`config.mk`:
```
export PLATFORM = sky130hd
export DESIGN_NAME = form_query_string_parser_core
export DESIGN_NICKNAME = d
export VERILOG_FILES = /design/src/design/fqsp_pkg.sv /design/src/design/fqsp_step.sv /design/src/design/fqsp_burst.sv /design/src/design/form_query_string_parser_core.sv
export VERILOG_INCLUDE_DIRS = /design/src /design/src/design
export SDC_FILE = /design/constraint.sdc
export NUM_CORES = 1
export LEC_CHECK = 0
export BUFFER_PORTS_ARGS = -buffer_cell sky130_fd_sc_hd__buf_2
export CORE_ASPECT_RATIO = 1.2
export CORE_MARGIN = 5
export CORE_UTILIZATION = 45
export CTS_CLUSTER_DIAMETER = 100
export DETAILED_ROUTE_END_ITERATION = 10
export PLACE_DENSITY = 0.71
export SYNTH_ARGS = -nofsm -noshare
export SYNTH_HDL_FRONTEND = slang
export SYNTH_SLANG_ARGS = --single-unit
```
`constraint.sdc`:
```
create_clock -name clk_i -period 6.3 [get_ports clk_i]
set_input_delay 0.315 -clock clk_i [delete_from_list [all_inputs] [get_ports clk_i]]
set_output_delay 0.315 -clock clk_i [all_outputs]
set_load 0.1 [all_outputs]
```
`src/design/form_query_string_parser_core_macros.svh`:
```
// assertion helpers shared by the parser modules
`ifndef FORM_QUERY_STRING_PARSER_CORE_MACROS_SVH
`define FORM_QUERY_STRING_PARSER_CORE_MACROS_SVH

// explicit clock and reset
`define FQSP_ASSERT_CLK(lbl, clk, rst_n, prop, msg) \
  lbl: assert property (@(posedge clk) disable iff (!rst_n) prop) else $error(msg);

// default clock and reset of the parser
`define FQSP_ASSERT(lbl, prop, msg) \
  `FQSP_ASSERT_CLK(lbl, clk_i, rst_ni, prop, msg)

`endif

```
`src/design/fqsp_pkg.sv`:
```
`timescale 1ns / 1ps
`default_nettype none

package fqsp_pkg;

  localparam int unsigned MaxRes = 4;
  localparam int unsigned NumSlots = 7;
  localparam logic [15:0] MaxPairsRst = 16'd1000;

  localparam logic [7:0] ChAmp   = 8'h26;
  localparam logic [7:0] ChEq    = 8'h3d;
  localparam logic [7:0] ChPct   = 8'h25;
  localparam logic [7:0] ChPlus  = 8'h2b;
  localparam logic [7:0] ChQuest = 8'h3f;
  localparam logic [7:0] ChSpace = 8'h20;

  typedef enum logic [1:0] {
    KindKey   = 2'd0,
    KindValue = 2'd1,
    KindEnd   = 2'd2
  } kind_e;

  typedef enum logic [1:0] {
    HeldNone  = 2'd0,
    HeldPct   = 2'd1,
    HeldDigit = 2'd2
  } held_e;

  typedef enum logic {
    CfgKeepBlank = 1'b0,
    CfgMaxPairs  = 1'b1
  } cfg_idx_e;

  typedef struct packed {
    kind_e      kind;
    logic [7:0] data;
  } res_t;

  typedef struct packed {
    logic        limit_reached;
    logic        segment_started;
    logic        pair_suppressed;
    logic        in_value_part;
    held_e       held_count;
    logic [7:0]  held_digit;
    logic [15:0] pair_tally;
  } state_t;

  function automatic logic hex_ok(input logic [7:0] c);
    return (c >= 8'h30 && c <= 8'h39) || (c >= 8'h61 && c <= 8'h66) ||
           (c >= 8'h41 && c <= 8'h46);
  endfunction

  function automatic logic [3:0] hex_nib(input logic [7:0] c);
    logic [7:0] v;
    if (c >= 8'h30 && c <= 8'h39) begin
      v = c - 8'h30;
    end else if (c >= 8'h61 && c <= 8'h66) begin
      v = c - 8'h57;
    end else begin
      v = c - 8'h37;
    end
    return v[3:0];
  endfunction

endpackage

`default_nettype wire

```
`src/design/fqsp_step.sv`:
```
`timescale 1ns / 1ps
`default_nettype none

module fqsp_step (
  input  fqsp_pkg::state_t                   st_i,
  input  logic [7:0]                         byte_i,
  input  logic                               fin_i,
  input  logic                               keep_blank_i,
  input  logic [15:0]                        max_pairs_i,
  output fqsp_pkg::state_t                   st_o,
  output fqsp_pkg::res_t [fqsp_pkg::MaxRes-1:0] res_o,
  output logic [2:0]                         cnt_o
);
  import fqsp_pkg::*;

  logic [NumSlots-1:0] sv;
  logic [7:0]          sd [NumSlots];
  kind_e               sk [NumSlots];
  state_t              nx;
  logic                consumed;
  logic                flush;
  logic                full;
  kind_e               dk;
  logic [7:0]          dec;

  assign full = st_i.pair_tally >= max_pairs_i;
  assign dec  = {hex_nib(st_i.held_digit), hex_nib(byte_i)};

  always_comb begin
    nx       = st_i;
    consumed = 1'b0;
    flush    = 1'b0;
    dk       = KindKey;
    sv       = '0;
    for (int i = 0; i < NumSlots; i++) begin
      sd[i] = 8'h00;
      sk[i] = KindEnd;
    end
    sd[1] = ChPct;
    sd[2] = st_i.held_digit;
    sd[4] = ChPct;

    if (!st_i.limit_reached) begin
      // segment start or empty segment
      if (!st_i.segment_started) begin
        if (byte_i == ChAmp) begin
          consumed = 1'b1;
          if (keep_blank_i) begin
            if (full) begin
              nx.limit_reached = 1'b1;
            end else begin
              nx.pair_tally      = st_i.pair_tally + 16'd1;
              nx.pair_suppressed = 1'b0;
              sv[0]              = 1'b1;
            end
          end
        end else if (full) begin
          nx.limit_reached = 1'b1;
        end else begin
          nx.pair_tally      = st_i.pair_tally + 16'd1;
          nx.segment_started = 1'b1;
          nx.in_value_part   = 1'b0;
          nx.pair_suppressed = (byte_i == ChEq) && !keep_blank_i;
        end
      end

      if (!nx.limit_reached && nx.segment_started && !consumed) begin
        dk = nx.in_value_part ? KindValue : KindKey;
        sk[1] = dk;
        sk[2] = dk;
        sk[3] = dk;
        if (byte_i == ChAmp) begin
          sv[1] = (st_i.held_count != HeldNone) && !nx.pair_suppressed;
          sv[2] = (st_i.held_count == HeldDigit) && !nx.pair_suppressed;
          sv[6] = !nx.pair_suppressed;
          nx.in_value_part   = 1'b0;
          nx.segment_started = 1'b0;
          nx.pair_suppressed = 1'b0;
          nx.held_count      = HeldNone;
          nx.held_digit      = 8'h00;
        end else begin
          if (st_i.held_count == HeldPct) begin
            if (hex_ok(byte_i)) begin
              nx.held_count = HeldDigit;
              nx.held_digit = byte_i;
              consumed      = 1'b1;
            end else begin
              flush = 1'b1;
            end
          end else if (st_i.held_count == HeldDigit) begin
            if (hex_ok(st_i.held_digit) && hex_ok(byte_i)) begin
              sv[3]         = !nx.pair_suppressed;
              sd[3]         = (dec == 8'h00) ? ChQuest : dec;
              nx.held_count = HeldNone;
              nx.held_digit = 8'h00;
              consumed      = 1'b1;
            end else begin
              flush = 1'b1;
            end
          end
          if (flush) begin
            sv[1]         = !nx.pair_suppressed;
            sv[2]         = (st_i.held_count == HeldDigit) && !nx.pair_suppressed;
            nx.held_count = HeldNone;
            nx.held_digit = 8'h00;
          end
          if (!consumed) begin
            if (byte_i == ChPct) begin
              nx.held_count = HeldPct;
            end else if (byte_i == ChEq && !nx.in_value_part) begin
              nx.in_value_part = 1'b1;
            end else begin
              sv[3] = !nx.pair_suppressed;
              sd[3] = (byte_i == ChPlus) ? ChSpace : byte_i;
            end
          end
          // end of string closes the open segment
          if (fin_i) begin
            sk[4] = nx.in_value_part ? KindValue : KindKey;
            sk[5] = sk[4];
            sd[5] = nx.held_digit;
            sv[4] = (nx.held_count != HeldNone) && !nx.pair_suppressed;
            sv[5] = (nx.held_count == HeldDigit) && !nx.pair_suppressed;
            sv[6] = !nx.pair_suppressed;
          end
        end
      end
    end

    if (fin_i) begin
      nx = '0;
    end
  end

  // pack emitted slots in order, at most four
  always_comb begin
    logic [2:0] n;
    n     = 3'd0;
    res_o = '0;
    for (int i = 0; i < NumSlots; i++) begin
      if (sv[i] && n < 3'(MaxRes)) begin
        res_o[n[1:0]] = '{kind: sk[i], data: sd[i]};
        n             = n + 3'd1;
      end
    end
    cnt_o = n;
  end

  assign st_o = nx;

endmodule

`default_nettype wire

```
`src/design/fqsp_burst.sv`:
```
`timescale 1ns / 1ps
`default_nettype none

`include "form_query_string_parser_core_macros.svh"

module fqsp_burst (
  input  logic                               clk_i,
  input  logic                               rst_ni,
  input  logic                               load_i,
  input  fqsp_pkg::res_t [fqsp_pkg::MaxRes-1:0] res_i,
  input  logic [2:0]                         cnt_i,
  output logic                               ready_o,
  output logic                               valid_o,
  input  logic                               take_i,
  output fqsp_pkg::res_t                     res_o,
  output logic                               last_o
);
  import fqsp_pkg::*;

  res_t [MaxRes-1:0] ent_q;
  logic [2:0]        cnt_q, cnt_d;
  logic [1:0]        rd_q, rd_d;
  logic              pop;

  assign valid_o = cnt_q != 3'd0;
  assign pop     = valid_o && take_i;
  assign ready_o = (cnt_q == 3'd0) || (cnt_q == 3'd1 && take_i);
  assign res_o   = ent_q[rd_q];
  assign last_o  = cnt_q == 3'd1;

  always_comb begin
    cnt_d = cnt_q;
    rd_d  = rd_q;
    if (load_i) begin
      cnt_d = cnt_i;
      rd_d  = 2'd0;
    end else if (pop) begin
      cnt_d = cnt_q - 3'd1;
      rd_d  = rd_q + 2'd1;
    end
  end

  always_ff @(posedge clk_i or negedge rst_ni) begin
    if (!rst_ni) begin
      cnt_q <= 3'd0;
      rd_q  <= 2'd0;
    end else begin
      cnt_q <= cnt_d;
      rd_q  <= rd_d;
    end
  end

  always_ff @(posedge clk_i) begin
    if (load_i) begin
      ent_q <= res_i;
    end
  end

  `FQSP_ASSERT(a_cnt_range, cnt_q <= 3'(MaxRes), "burst count out of range")
  `FQSP_ASSERT(a_load_cnt, load_i |=> cnt_q == $past(cnt_i), "burst load lost results")
  `FQSP_ASSERT(a_rdy_empty, cnt_q == 3'd0 |-> ready_o, "empty burst buffer not ready")
  `FQSP_ASSERT(a_no_overrun, load_i |-> (cnt_q == 3'd0 || (cnt_q == 3'd1 && take_i)),
               "burst overwritten before drained")

endmodule

`default_nettype wire

```
`src/design/form_query_string_parser_core.sv`:
```
// Streaming decoder for URL-encoded query strings. Raw bytes enter on the slave stream, the
// last byte of a string marked by tlast; decoded key bytes, value bytes and pair-end markers
// leave on the master stream, tuser carrying the kind and tlast marking the last result of each
// input byte. One byte is accepted per cycle while every byte yields at most one result and
// the output side is ready; a byte with several results (up to four) lets the next byte in only
// with its last result, as the burst buffer behind the decode logic drains through the single
// output port one result per cycle while that side is ready. keep_blank and max_pairs are
// written through the configuration port by the user only while the stream is idle; unenforced.
`timescale 1ns / 1ps
`default_nettype none

`include "form_query_string_parser_core_macros.svh"

module form_query_string_parser_core (
  input  logic        clk_i,
  input  logic        rst_ni,
  input  logic        cfg_we_i,
  input  logic        cfg_idx_i,
  input  logic [15:0] cfg_data_i,
  input  logic        s_axis_tvalid,
  output logic        s_axis_tready,
  input  logic [7:0]  s_axis_tdata,   // in_byte
  input  logic        s_axis_tlast,   // is_final
  output logic        m_axis_tvalid,
  input  logic        m_axis_tready,
  output logic [7:0]  m_axis_tdata,   // out_byte
  output logic [1:0]  m_axis_tuser,   // kind
  output logic        m_axis_tlast    // run_end
);
  import fqsp_pkg::*;

  logic              keep_blank_q;
  logic [15:0]       max_pairs_q;
  state_t            state_q, state_d;
  res_t [MaxRes-1:0] step_res;
  logic [2:0]        step_cnt;
  res_t              out_res;
  logic              in_acc;

  assign in_acc = s_axis_tvalid && s_axis_tready;

  fqsp_step u_step (
    .st_i         (state_q),
    .byte_i       (s_axis_tdata),
    .fin_i        (s_axis_tlast),
    .keep_blank_i (keep_blank_q),
    .max_pairs_i  (max_pairs_q),
    .st_o         (state_d),
    .res_o        (step_res),
    .cnt_o        (step_cnt)
  );

  fqsp_burst u_burst (
    .clk_i   (clk_i),
    .rst_ni  (rst_ni),
    .load_i  (in_acc),
    .res_i   (step_res),
    .cnt_i   (step_cnt),
    .ready_o (s_axis_tready),
    .valid_o (m_axis_tvalid),
    .take_i  (m_axis_tready),
    .res_o   (out_res),
    .last_o  (m_axis_tlast)
  );

  assign m_axis_tdata = out_res.data;
  assign m_axis_tuser = out_res.kind;

  always_ff @(posedge clk_i or negedge rst_ni) begin
    if (!rst_ni) begin
      keep_blank_q <= 1'b0;
      max_pairs_q  <= MaxPairsRst;
      state_q      <= '0;
    end else begin
      if (cfg_we_i) begin
        unique case (cfg_idx_e'(cfg_idx_i))
          CfgKeepBlank: keep_blank_q <= cfg_data_i[0];
          CfgMaxPairs:  max_pairs_q  <= cfg_data_i;
          default:      ;
        endcase
      end
      if (in_acc) begin
        state_q <= state_d;
      end
    end
  end

  `FQSP_ASSERT(a_lim_holds, state_q.limit_reached && !(in_acc && s_axis_tlast) |=>
               state_q.limit_reached, "limit dropped inside a string")
  `FQSP_ASSERT(a_lim_silent, in_acc && state_q.limit_reached |=> !m_axis_tvalid,
               "output after pair limit")
  `FQSP_ASSERT(a_final_clears, in_acc && s_axis_tlast |=> state_q == '0,
               "string state kept past final byte")

endmodule

`default_nettype wire
```
==> results of run 1 <==
kinds of logic after synthesis:
group / after synthesis / synth area share
DFF: 92 / 0.362
xor gates and xnor gates: 22 / 0.0289
buffers and inverters: 88 / 0.0518
AOI/OAI and AO/OA: 217 / 0.204
and+or+nand+nor: 262 / 0.194
muxes: 35 / 0.0720
adders and majority gates: 48 / 0.0867
registers in the layout (all words and copies together), names as in the netlist:
name	flops
keep_blank_q	1
max_pairs_q	16
state_q	30
u_burst.cnt_q	3
u_burst.ent_q	40
u_burst.rd_q	2
timing repair:
item	CTS	global route
buffers inserted	0	5
resized for setup	1	15
pin swaps	0	7
setup endpoints to repair	5	35
where the power goes:
group,internal (mW),leakage (nW),total [mW],switching [mW]
sequential,0.749,1.04,0.845,0.0962
clock,0.334,0.148,0.563,0.229
combinational,0.366,2.19,1.18,0.818
per-stage QoR:
stage | utilization | power, mW
after CTS | 0.514 | 2.58
after floorplan | - | 1.79
after global placement | 0.494 | 2.00
after global routing | 0.521 | 2.75
final | 0.521 | 2.59
after detailed placement | 0.494 | 2.01
placed cells by master, fill, tap and decap left out, types with 5 or more instances in the layout:
| master | synthesis | final |
|---|---|---|
| sky130_fd_sc_hd__o211ai_1 | 5 | 5 |
| sky130_fd_sc_hd__edfxtp_1 | 40 | 40 |
| sky130_fd_sc_hd__buf_4 | 3 | 30 |
| sky130_fd_sc_hd__nand4_1 | 14 | 14 |
| sky130_fd_sc_hd__o21bai_1 | 5 | 5 |
| sky130_fd_sc_hd__mux4_2 | 10 | 10 |
| sky130_fd_sc_hd__clkbuf_16 | 0 | 10 |
| sky130_fd_sc_hd__nor2b_1 | 10 | 9 |
| sky130_fd_sc_hd__a21oi_1 | 60 | 59 |
| sky130_fd_sc_hd__nand3_1 | 25 | 25 |
| sky130_fd_sc_hd__inv_1 | 50 | 50 |
| sky130_fd_sc_hd__buf_2 | 6 | 43 |
| sky130_fd_sc_hd__o21ai_0 | 58 | 58 |
| sky130_fd_sc_hd__a31oi_1 | 8 | 8 |
| sky130_fd_sc_hd__xnor2_1 | 9 | 8 |
| sky130_fd_sc_hd__and2_1 | 9 | 9 |
| sky130_fd_sc_hd__nor3_1 | 10 | 10 |
| sky130_fd_sc_hd__nand2_1 | 81 | 81 |
| sky130_fd_sc_hd__xor2_1 | 12 | 12 |
| sky130_fd_sc_hd__a22o_1 | 8 | 8 |
| sky130_fd_sc_hd__a211oi_1 | 8 | 8 |
| sky130_fd_sc_hd__and3_1 | 6 | 6 |
| sky130_fd_sc_hd__dfrtp_1 | 46 | 46 |
| sky130_fd_sc_hd__a22oi_1 | 10 | 10 |
| sky130_fd_sc_hd__mux2_2 | 19 | 19 |
| sky130_fd_sc_hd__a21o_1 | 9 | 9 |
| sky130_fd_sc_hd__ha_1 | 48 | 46 |
| sky130_fd_sc_hd__dfstp_2 | 6 | 6 |
| sky130_fd_sc_hd__nor2_1 | 61 | 60 |
| sky130_fd_sc_hd__mux2i_1 | 6 | 6 |
synthesized netlist by cell type (all sizes together) (3+ instances only):
cell type / instances / area share
a2111oi: 3 / 0.0056
a211oi: 9 / 0.012
a21o: 11 / 0.012
a21oi: 62 / 0.046
a22o: 8 / 0.010
a22oi: 10 / 0.011
a31o: 4 / 0.0051
a31oi: 8 / 0.0072
and2: 15 / 0.014
and3: 10 / 0.010
buf: 10 / 0.0081
clkbuf: 27 / 0.016
dfrtp: 46 / 0.17
dfstp: 6 / 0.023
edfxtp: 40 / 0.17
ha: 48 / 0.087
inv: 51 / 0.028
mux2: 19 / 0.031
mux2i: 6 / 0.0087
mux4: 10 / 0.032
nand2: 82 / 0.045
nand3: 25 / 0.018
nand3b: 3 / 0.0032
nand4: 14 / 0.013
nand4b: 4 / 0.0060
nor2: 61 / 0.033
nor2b: 10 / 0.0090
nor3: 10 / 0.0072
nor3b: 3 / 0.0032
nor4: 5 / 0.0088
nor4b: 4 / 0.0051
o211ai: 5 / 0.0054
o21ai: 62 / 0.046
o21bai: 5 / 0.0054
or3: 6 / 0.0065
xnor2: 9 / 0.011
xor2: 13 / 0.018
metal layers:
metal,routed length [µm],global-route usage,up-vias
li1,-,-,2885
met3,917,0.0342,35
met5,0,0,-
met2,8390,0.329,187
met1,7410,0.253,2745
met4,456,0.0687,0
path summary, 6_finish.rpt:
kind / start / to / slack, ns / cells past startpoint
hold reg to reg: max_pairs_q[1] / max_pairs_q[1] / 0.51 / 1
hold / removal: rst_ni / state_q[9] / 0.09 / 2
setup / recovery: max_pairs_q[7] / u_burst.ent_q[12] / 0.23 / 24
max in group asynchronous: rst_ni / state_q[23] / 5.73 / 2
setup reg to reg: max_pairs_q[7] / u_burst.ent_q[12] / 0.23 / 24
min in group clk_i: cfg_data_i[2] / max_pairs_q[2] / 0.19 / 2
cell type report:
cell class	instances	share of cell area
Timing Repair Buffer	74	0.0575
Clock inverter	3	0.00558
Tap cell	204	0.0325
Inverter	51	0.0244
Clock buffer	13	0.0335
Sequential cell	92	0.320
Multi-Input combinational cell	584	0.527
critical path, stage by stage, from the launching register on:
cell,delay [ns]
sky130_fd_sc_hd__dfstp_2,0.53
sky130_fd_sc_hd__inv_1,0.04
sky130_fd_sc_hd__ha_1,0.30
sky130_fd_sc_hd__and3_4,0.18
sky130_fd_sc_hd__a221o_1,0.38
sky130_fd_sc_hd__a211o_4,0.39
sky130_fd_sc_hd__o31a_1,0.34
sky130_fd_sc_hd__nor4_4,0.18
sky130_fd_sc_hd__o311ai_2,0.18
sky130_fd_sc_hd__ha_2,0.38
sky130_fd_sc_hd__inv_1,0.10
sky130_fd_sc_hd__xnor2_2,0.19
sky130_fd_sc_hd__ha_2,0.30
sky130_fd_sc_hd__o211a_1,0.11
sky130_fd_sc_hd__a21o_1,0.20
sky130_fd_sc_hd__ha_1,0.30
sky130_fd_sc_hd__nor3b_2,0.22
sky130_fd_sc_hd__a21oi_2,0.07
sky130_fd_sc_hd__ha_1,0.21
sky130_fd_sc_hd__nand4_1,0.08
sky130_fd_sc_hd__or3b_4,0.41
sky130_fd_sc_hd__a211oi_4,0.31
sky130_fd_sc_hd__and2_4,0.26
sky130_fd_sc_hd__a21o_1,0.10
sky130_fd_sc_hd__a21oi_1,0.04
==> report_table.html, run 1 <==
<table>
<tr><th>Metric</th><th>Value</th></tr>
<tr><th colspan="2">Timing</th></tr>
<tr><td>Largest clock skew in the final design</td><td>0.00875 ns</td></tr>
<tr><td>Worst Slack Setup Final</td><td>0.230 ns</td></tr>
<tr><td>Number of hold violations in the final report</td><td>0</td></tr>
<tr><td>Max Clock Freq</td><td>165 MHz</td></tr>
<tr><td>Share of the clock period used by the worst path after layout</td><td>0.964</td></tr>
<tr><td>Max-slew headroom at the worst pin</td><td>0.329</td></tr>
<tr><td>Number of slew-limit violations in the final report</td><td>0</td></tr>
<tr><td>Slew at the pin closest to its max-slew limit</td><td>1.00 ns</td></tr>
<tr><td>Setup TNS</td><td>0 ns</td></tr>
<tr><td>Endpoints failing setup</td><td>0</td></tr>
<tr><td>Final critical path time including I/O delays and setup</td><td>6.07 ns</td></tr>
<tr><td>Worst hold margin</td><td>0.0877 ns</td></tr>
<tr><th colspan="2">Floorplanning</th></tr>
<tr><td>Effective utilization at floorplan</td><td>0.460</td></tr>
<tr><td>Boundary Pins</td><td>44</td></tr>
<tr><td>Number of rows created at floorplan</td><td>49</td></tr>
<tr><td>Vertical extent of the die</td><td>146 µm</td></tr>
<tr><td>Floorplan die width</td><td>123 µm</td></tr>
<tr><td>Core region area</td><td>0.0151 mm²</td></tr>
<tr><td>Die area</td><td>0.0180 mm²</td></tr>
<tr><th colspan="2">Clock network</th></tr>
<tr><td>Total CTS buffers</td><td>9</td></tr>
<tr><td>Number of buffers added to fix hold violations after cts</td><td>0</td></tr>
<tr><td>Clock latency on the worst-skew pair</td><td>0.35 ns</td></tr>
<tr><td>CTS Root Buffer Type</td><td>sky130_fd_sc_hd__clkbuf_16</td></tr>
<tr><td>H-tree lvl count</td><td>3</td></tr>
<tr><td>Clock-pin transition on the worst setup and hold timing paths</td><td>0.07 ns</td></tr>
<tr><td>Max Root-Sink Buffers</td><td>2</td></tr>
<tr><td>Number of sinks on the clock net</td><td>92</td></tr>
<tr><td>TritonCTS clock tree</td><td>done</td></tr>
<tr><th colspan="2">Cells and area</th></tr>
<tr><td>Area of the multi-input gates</td><td>0.00414 mm²</td></tr>
<tr><td>Fillcell total</td><td>1464</td></tr>
<tr><td>Number of standard cells in the layout, taps in and fillers out</td><td>1021</td></tr>
<tr><td>Net count of the finished layout</td><td>891</td></tr>
<tr><td>Area Growth Syn to Fin</td><td>13.3%</td></tr>
<tr><td>Seq. cell area</td><td>0.00251 mm²</td></tr>
<tr><td>Antenna cells</td><td>0</td></tr>
<tr><td>Fraction of layout instances using a drive strength above 1</td><td>0.209</td></tr>
<tr><td>Post-Layout Inst Area</td><td>0.00785 mm²</td></tr>
<tr><th colspan="2">GRT</th></tr>
<tr><td>All-Layer GR Usage</td><td>0.196</td></tr>
<tr><td>Number of global-route vias before repair</td><td>5622</td></tr>
<tr><td>Overflow after GRT</td><td>0</td></tr>
<tr><td>First-pass GRT wire length</td><td>28300 µm</td></tr>
<tr><td>Number of antenna violations at the first check in global routing</td><td>0</td></tr>
<tr><td>Maximum number of pins on one net before global-route repair</td><td>53</td></tr>
<tr><th colspan="2">Synth</th></tr>
<tr><td>Share of the yosys chip area belonging to registers</td><td>0.362</td></tr>
<tr><td>Primary FF master, synth</td><td>sky130_fd_sc_hd__dfrtp_1</td></tr>
<tr><td>Fraction of registers with async set/reset</td><td>0.565</td></tr>
<tr><td>Yosys warning count</td><td>0</td></tr>
<tr><td>Cell area after technology mapping</td><td>0.00693 mm²</td></tr>
<tr><td>Synthesized netlist cell count</td><td>764</td></tr>
<tr><td>Post-Synthesis Net Count</td><td>843</td></tr>
<tr><td>Synthesized flop and latch total</td><td>92</td></tr>
<tr><td>Count of distinct cell types in the synthesized netlist</td><td>85</td></tr>
<tr><td>Average cell area after synthesis</td><td>9.07 µm²</td></tr>
<tr><td>Number of synthesized flops with an enable pin</td><td>40</td></tr>
<tr><th colspan="2">Placed design</th></tr>
<tr><td>Port Buffers</td><td>43</td></tr>
<tr><td>RePlAce Congestion</td><td>0.946</td></tr>
<tr><td>Final HPWL DP</td><td>13100 µm</td></tr>
<tr><td>Setup slack at placement</td><td>-0.0107 ns</td></tr>
<tr><td>Standard cell area after detailed placement</td><td>0.00745 mm²</td></tr>
<tr><td>Number of placed cells counting well taps</td><td>1000</td></tr>
<tr><th colspan="2">Setup path</th></tr>
<tr><td>Element type at the critical path start</td><td>flip-flop</td></tr>
<tr><td>Kind of critical path</td><td>flip-flop to flip-flop</td></tr>
<tr><td>Capturing element type of the critical path</td><td>flip-flop</td></tr>
<tr><td>Signal arrival time at the worst endpoint</td><td>6.14 ns</td></tr>
<tr><td>Biggest fanout along the worst timing path</td><td>10</td></tr>
<tr><td>Data required time at the worst endpoint</td><td>6.37 ns</td></tr>
<tr><th colspan="2">Drt</th></tr>
<tr><td>Routed vias</td><td>5852</td></tr>
<tr><td>Ratio of routed vias to standard cells</td><td>5.73</td></tr>
<tr><td>Drt first pass iters</td><td>6</td></tr>
<tr><td>DRC violation total after the first TritonRoute iteration</td><td>489</td></tr>
<tr><td>Wire length reported by the detailed router</td><td>17200 µm</td></tr>
<tr><td>Residual DRC</td><td>0</td></tr>
<tr><td>Post-route antenna net violation count</td><td>0</td></tr>
<tr><td>Routed len/inst</td><td>16.8 µm</td></tr>
<tr><th colspan="2">Hold path</th></tr>
<tr><td>Worst min-delay path class</td><td>input port to asynchronous set/reset pin</td></tr>
<tr><th colspan="2">Power and ir drop</th></tr>
<tr><td>Leak Pwr</td><td>3.38 nW</td></tr>
<tr><td>Peak VDD IR</td><td>0.162 mV</td></tr>
<tr><td>Total power per unit cell area</td><td>330 mW/mm²</td></tr>
<tr><th colspan="2">Run status</th></tr>
<tr><td>Status</td><td>finished, final reports clean</td></tr>
<tr><th colspan="2">Run</th></tr>
<tr><td>Number of maximum-capacitance constraint violations</td><td>0</td></tr>
</table>
Power figures use the tool's default switching activity.
==> inputs of run 2 (changes only) <==
--- a/config.mk
+++ b/config.mk
@@ -9,10 +9,10 @@
 export BUFFER_PORTS_ARGS = -buffer_cell sky130_fd_sc_hd__buf_2
 export CORE_ASPECT_RATIO = 1.2
 export CORE_MARGIN = 5
-export CORE_UTILIZATION = 45
+export CORE_UTILIZATION = 35
 export CTS_CLUSTER_DIAMETER = 100
 export DETAILED_ROUTE_END_ITERATION = 10
-export PLACE_DENSITY = 0.71
+export PLACE_DENSITY = 0.6
 export SYNTH_ARGS = -nofsm -noshare
 export SYNTH_HDL_FRONTEND = slang
 export SYNTH_SLANG_ARGS = --single-unit
==> report_table.html, run 2 (synthesized netlist as in run 1, its figures left out) <==
<table>
<tr><th>Metric</th><th>Value</th></tr>
<tr><th colspan="2">Hold path</th></tr>
<tr><td>Worst min-delay path class</td><td>input port to asynchronous set/reset pin</td></tr>
<tr><th colspan="2">Cells and area</th></tr>
<tr><td>Fraction of layout instances using a drive strength above 1</td><td>0.220</td></tr>
<tr><td>Area Growth Syn to Fin</td><td>15.4%</td></tr>
<tr><td>Most frequent cells in the layout</td><td>sky130_fd_sc_hd__nand2_1, sky130_fd_sc_hd__nor2_1, sky130_fd_sc_hd__a21oi_1</td></tr>
<tr><td>Net count of the finished layout</td><td>897</td></tr>
<tr><td>Area of the multi-input gates</td><td>0.00418 mm²</td></tr>
<tr><td>Largest registers</td><td>u_burst.ent_q (40), state_q (30), max_pairs_q (16)</td></tr>
<tr><td>Flip-flop count of the largest register, all copies and words added</td><td>40</td></tr>
<tr><td>Commonest non-fill, non-tap cell in the layout</td><td>sky130_fd_sc_hd__nand2_1</td></tr>
<tr><td>Antenna cells</td><td>0</td></tr>
<tr><td>Seq. cell area</td><td>0.00251 mm²</td></tr>
<tr><td>Fillcell total</td><td>1943</td></tr>
<tr><td>Register with the most flip-flops</td><td>u_burst.ent_q</td></tr>
<tr><th colspan="2">Drt</th></tr>
<tr><td>Total length of routed met3 wires</td><td>802 µm</td></tr>
<tr><td>Routed len/inst</td><td>17.5 µm</td></tr>
<tr><td>Drt first pass iters</td><td>5</td></tr>
<tr><td>DRC violation total after the first TritonRoute iteration</td><td>412</td></tr>
<tr><td>Ratio of routed vias to standard cells</td><td>5.42</td></tr>
<tr><td>Wire length on met1</td><td>8030 µm</td></tr>
<tr><td>Wire length on met2</td><td>9720 µm</td></tr>
<tr><td>Top sig layer</td><td>met4</td></tr>
<tr><td>Post-route antenna net violation count</td><td>0</td></tr>
<tr><td>Routed vias</td><td>5878</td></tr>
<tr><td>Wire length reported by the detailed router</td><td>19000 µm</td></tr>
<tr><td>Residual DRC</td><td>0</td></tr>
<tr><th colspan="2">Floorplanning</th></tr>
<tr><td>Number of rows created at floorplan</td><td>56</td></tr>
<tr><td>Effective utilization at floorplan</td><td>0.355</td></tr>
<tr><td>Vertical extent of the die</td><td>164 µm</td></tr>
<tr><td>Die area</td><td>0.0227 mm²</td></tr>
<tr><td>Floorplan die width</td><td>138 µm</td></tr>
<tr><td>Boundary Pins</td><td>44</td></tr>
<tr><td>Core region area</td><td>0.0195 mm²</td></tr>
<tr><th colspan="2">Timing</th></tr>
<tr><td>Max-slew headroom at the worst pin</td><td>0.288</td></tr>
<tr><td>Max Clock Freq</td><td>166 MHz</td></tr>
<tr><td>Number of slew-limit violations in the final report</td><td>0</td></tr>
<tr><td>Setup TNS</td><td>0 ns</td></tr>
<tr><td>Final critical path time including I/O delays and setup</td><td>6.03 ns</td></tr>
<tr><td>Endpoints failing setup</td><td>0</td></tr>
<tr><td>Largest clock skew in the final design</td><td>0.0112 ns</td></tr>
<tr><td>Slew at the pin closest to its max-slew limit</td><td>1.06 ns</td></tr>
<tr><td>Number of hold violations in the final report</td><td>0</td></tr>
<tr><td>Share of the clock period used by the worst path after layout</td><td>0.957</td></tr>
<tr><td>Worst Slack Setup Final</td><td>0.272 ns</td></tr>
<tr><th colspan="2">Clock network</th></tr>
<tr><td>Clock latency on the worst-skew pair</td><td>0.35 ns</td></tr>
<tr><td>Total CTS buffers</td><td>9</td></tr>
<tr><td>Max Root-Sink Buffers</td><td>2</td></tr>
<tr><td>Number of buffers added to fix hold violations after cts</td><td>0</td></tr>
<tr><td>CTS Root Buffer Type</td><td>sky130_fd_sc_hd__clkbuf_16</td></tr>
<tr><td>Clock-pin transition on the worst setup and hold timing paths</td><td>0.07 ns</td></tr>
<tr><td>TritonCTS clock tree</td><td>done</td></tr>
<tr><td>Number of sinks on the clock net</td><td>92</td></tr>
<tr><td>H-tree lvl count</td><td>3</td></tr>
<tr><th colspan="2">Setup path</th></tr>
<tr><td>Biggest fanout along the worst timing path</td><td>4</td></tr>
<tr><td>Signal arrival time at the worst endpoint</td><td>6.23 ns</td></tr>
<tr><td>Flop-to-flop setup slack</td><td>0.27 ns</td></tr>
<tr><td>Data required time at the worst endpoint</td><td>6.50 ns</td></tr>
<tr><td>Critical R2R Launch</td><td>max_pairs_q[7]</td></tr>
<tr><td>Worst reg2reg path depth</td><td>26</td></tr>
<tr><td>Kind of critical path</td><td>flip-flop to flip-flop</td></tr>
<tr><td>Element type at the critical path start</td><td>flip-flop</td></tr>
<tr><td>Capturing element type of the critical path</td><td>flip-flop</td></tr>
<tr><td>Launch point of the critical path</td><td>max_pairs_q[7]</td></tr>
<tr><th colspan="2">Power and ir drop</th></tr>
<tr><td>Peak VDD IR</td><td>0.158 mV</td></tr>
<tr><td>Total power per unit cell area</td><td>330 mW/mm²</td></tr>
<tr><td>Leak Pwr</td><td>3.41 nW</td></tr>
<tr><td>Total power consumption of the routed design</td><td>2.64 mW</td></tr>
<tr><th colspan="2">GRT</th></tr>
<tr><td>Maximum number of pins on one net before global-route repair</td><td>53</td></tr>
<tr><td>First-pass GRT wire length</td><td>31000 µm</td></tr>
<tr><td>All-Layer GR Usage</td><td>0.168</td></tr>
<tr><td>Number of global-route vias before repair</td><td>5875</td></tr>
<tr><td>Overflow after GRT</td><td>0</td></tr>
<tr><td>Number of antenna violations at the first check in global routing</td><td>0</td></tr>
<tr><th colspan="2">Run status</th></tr>
<tr><td>Status</td><td>finished, final reports clean</td></tr>
<tr><th colspan="2">Run</th></tr>
<tr><td>Number of maximum-capacitance constraint violations</td><td>0</td></tr>
<tr><th colspan="2">Placed design</th></tr>
<tr><td>Final HPWL DP</td><td>14300 µm</td></tr>
<tr><td>RePlAce Congestion</td><td>0.882</td></tr>
<tr><td>Setup slack at placement</td><td>0.0528 ns</td></tr>
<tr><td>Port Buffers</td><td>43</td></tr>
</table>
-- run 2: cell types whose count changed in the layout (fill, tap and decap cells not counted), sizes merged --
cell	delta
clkinvlp	-1
and2	+1
clkinv	+3
buf	+5
clkbuf	-2
-- run 2: worst paths after layout --
check | end
hold / removal | state_q[19]
max in group asynchronous | u_burst.cnt_q[1]
hold reg to reg | max_pairs_q[1]
setup / recovery | u_burst.cnt_q[0]
min in group clk_i | max_pairs_q[4]
setup reg to reg | u_burst.cnt_q[0]
-- run 2: routing by layer --
metal  vias up  global-route usage
met4         0              0.0539
met3        25              0.0271
met5         -                   0
li1       2893                   -
met2       133               0.302
met1      2827               0.207
-- run 2: power breakdown --
part           total (mW)  switching [mW]  internal, mW  leakage (nW)
clock network       0.567           0.246         0.321         0.150
logic                1.22           0.841         0.379          2.22
registers           0.849           0.100         0.748          1.04
-- run 2: layout make-up --
cell class / count / share of cell area
Multi-Input combinational cell: 585 / 0.523
Sequential cell: 92 / 0.314
Timing Repair Buffer: 79 / 0.0608
Tap cell: 261 / 0.0408
Clock buffer: 11 / 0.0303
Inverter: 51 / 0.0239
Clock inverter: 5 / 0.00766
-- run 2: timing repair --
action | CTS | global route
gates resized for setup | 0 | 23
endpoints found under the setup margin | 0 | 34
endpoints found under the hold margin | 0 | 0
setup buffers | 0 | 4
-- run 2: metrics by stage --
stage                     area [µm²]  cells  utilization  hold slack (ns)
after floorplan                 6950    764            -           0.0194
after global placement          7560   1063        0.387            0.489
after detailed placement        7560   1063        0.387            0.494
after CTS                       7870   1079        0.403            0.139
after global routing            8000   1084        0.409            0.189
final                           8000   1084        0.409            0.101
-- run 2: critical path, stage by stage (launching register included) --
cell and delay, ns:
sky130_fd_sc_hd__dfstp_2 0.53, sky130_fd_sc_hd__inv_1 0.04, sky130_fd_sc_hd__ha_1 0.30, sky130_fd_sc_hd__and3_4 0.18, sky130_fd_sc_hd__a221o_1 0.38, sky130_fd_sc_hd__a211o_1 0.32
sky130_fd_sc_hd__or3_4 0.36, sky130_fd_sc_hd__nor2_4 0.11, sky130_fd_sc_hd__nand4b_1 0.27, sky130_fd_sc_hd__ha_4 0.38, sky130_fd_sc_hd__inv_1 0.09, sky130_fd_sc_hd__xnor2_2 0.23
sky130_fd_sc_hd__ha_4 0.24, sky130_fd_sc_hd__o211a_1 0.11, sky130_fd_sc_hd__a21o_1 0.19, sky130_fd_sc_hd__ha_1 0.29, sky130_fd_sc_hd__nor3b_2 0.21, sky130_fd_sc_hd__a21oi_1 0.10
sky130_fd_sc_hd__ha_1 0.21, sky130_fd_sc_hd__nand4_1 0.08, sky130_fd_sc_hd__or3b_4 0.41, sky130_fd_sc_hd__a211oi_4 0.25, sky130_fd_sc_hd__buf_4 0.18, sky130_fd_sc_hd__buf_6 0.11
sky130_fd_sc_hd__xor2_2 0.14, sky130_fd_sc_hd__xnor2_1 0.13, sky130_fd_sc_hd__a21oi_1 0.08
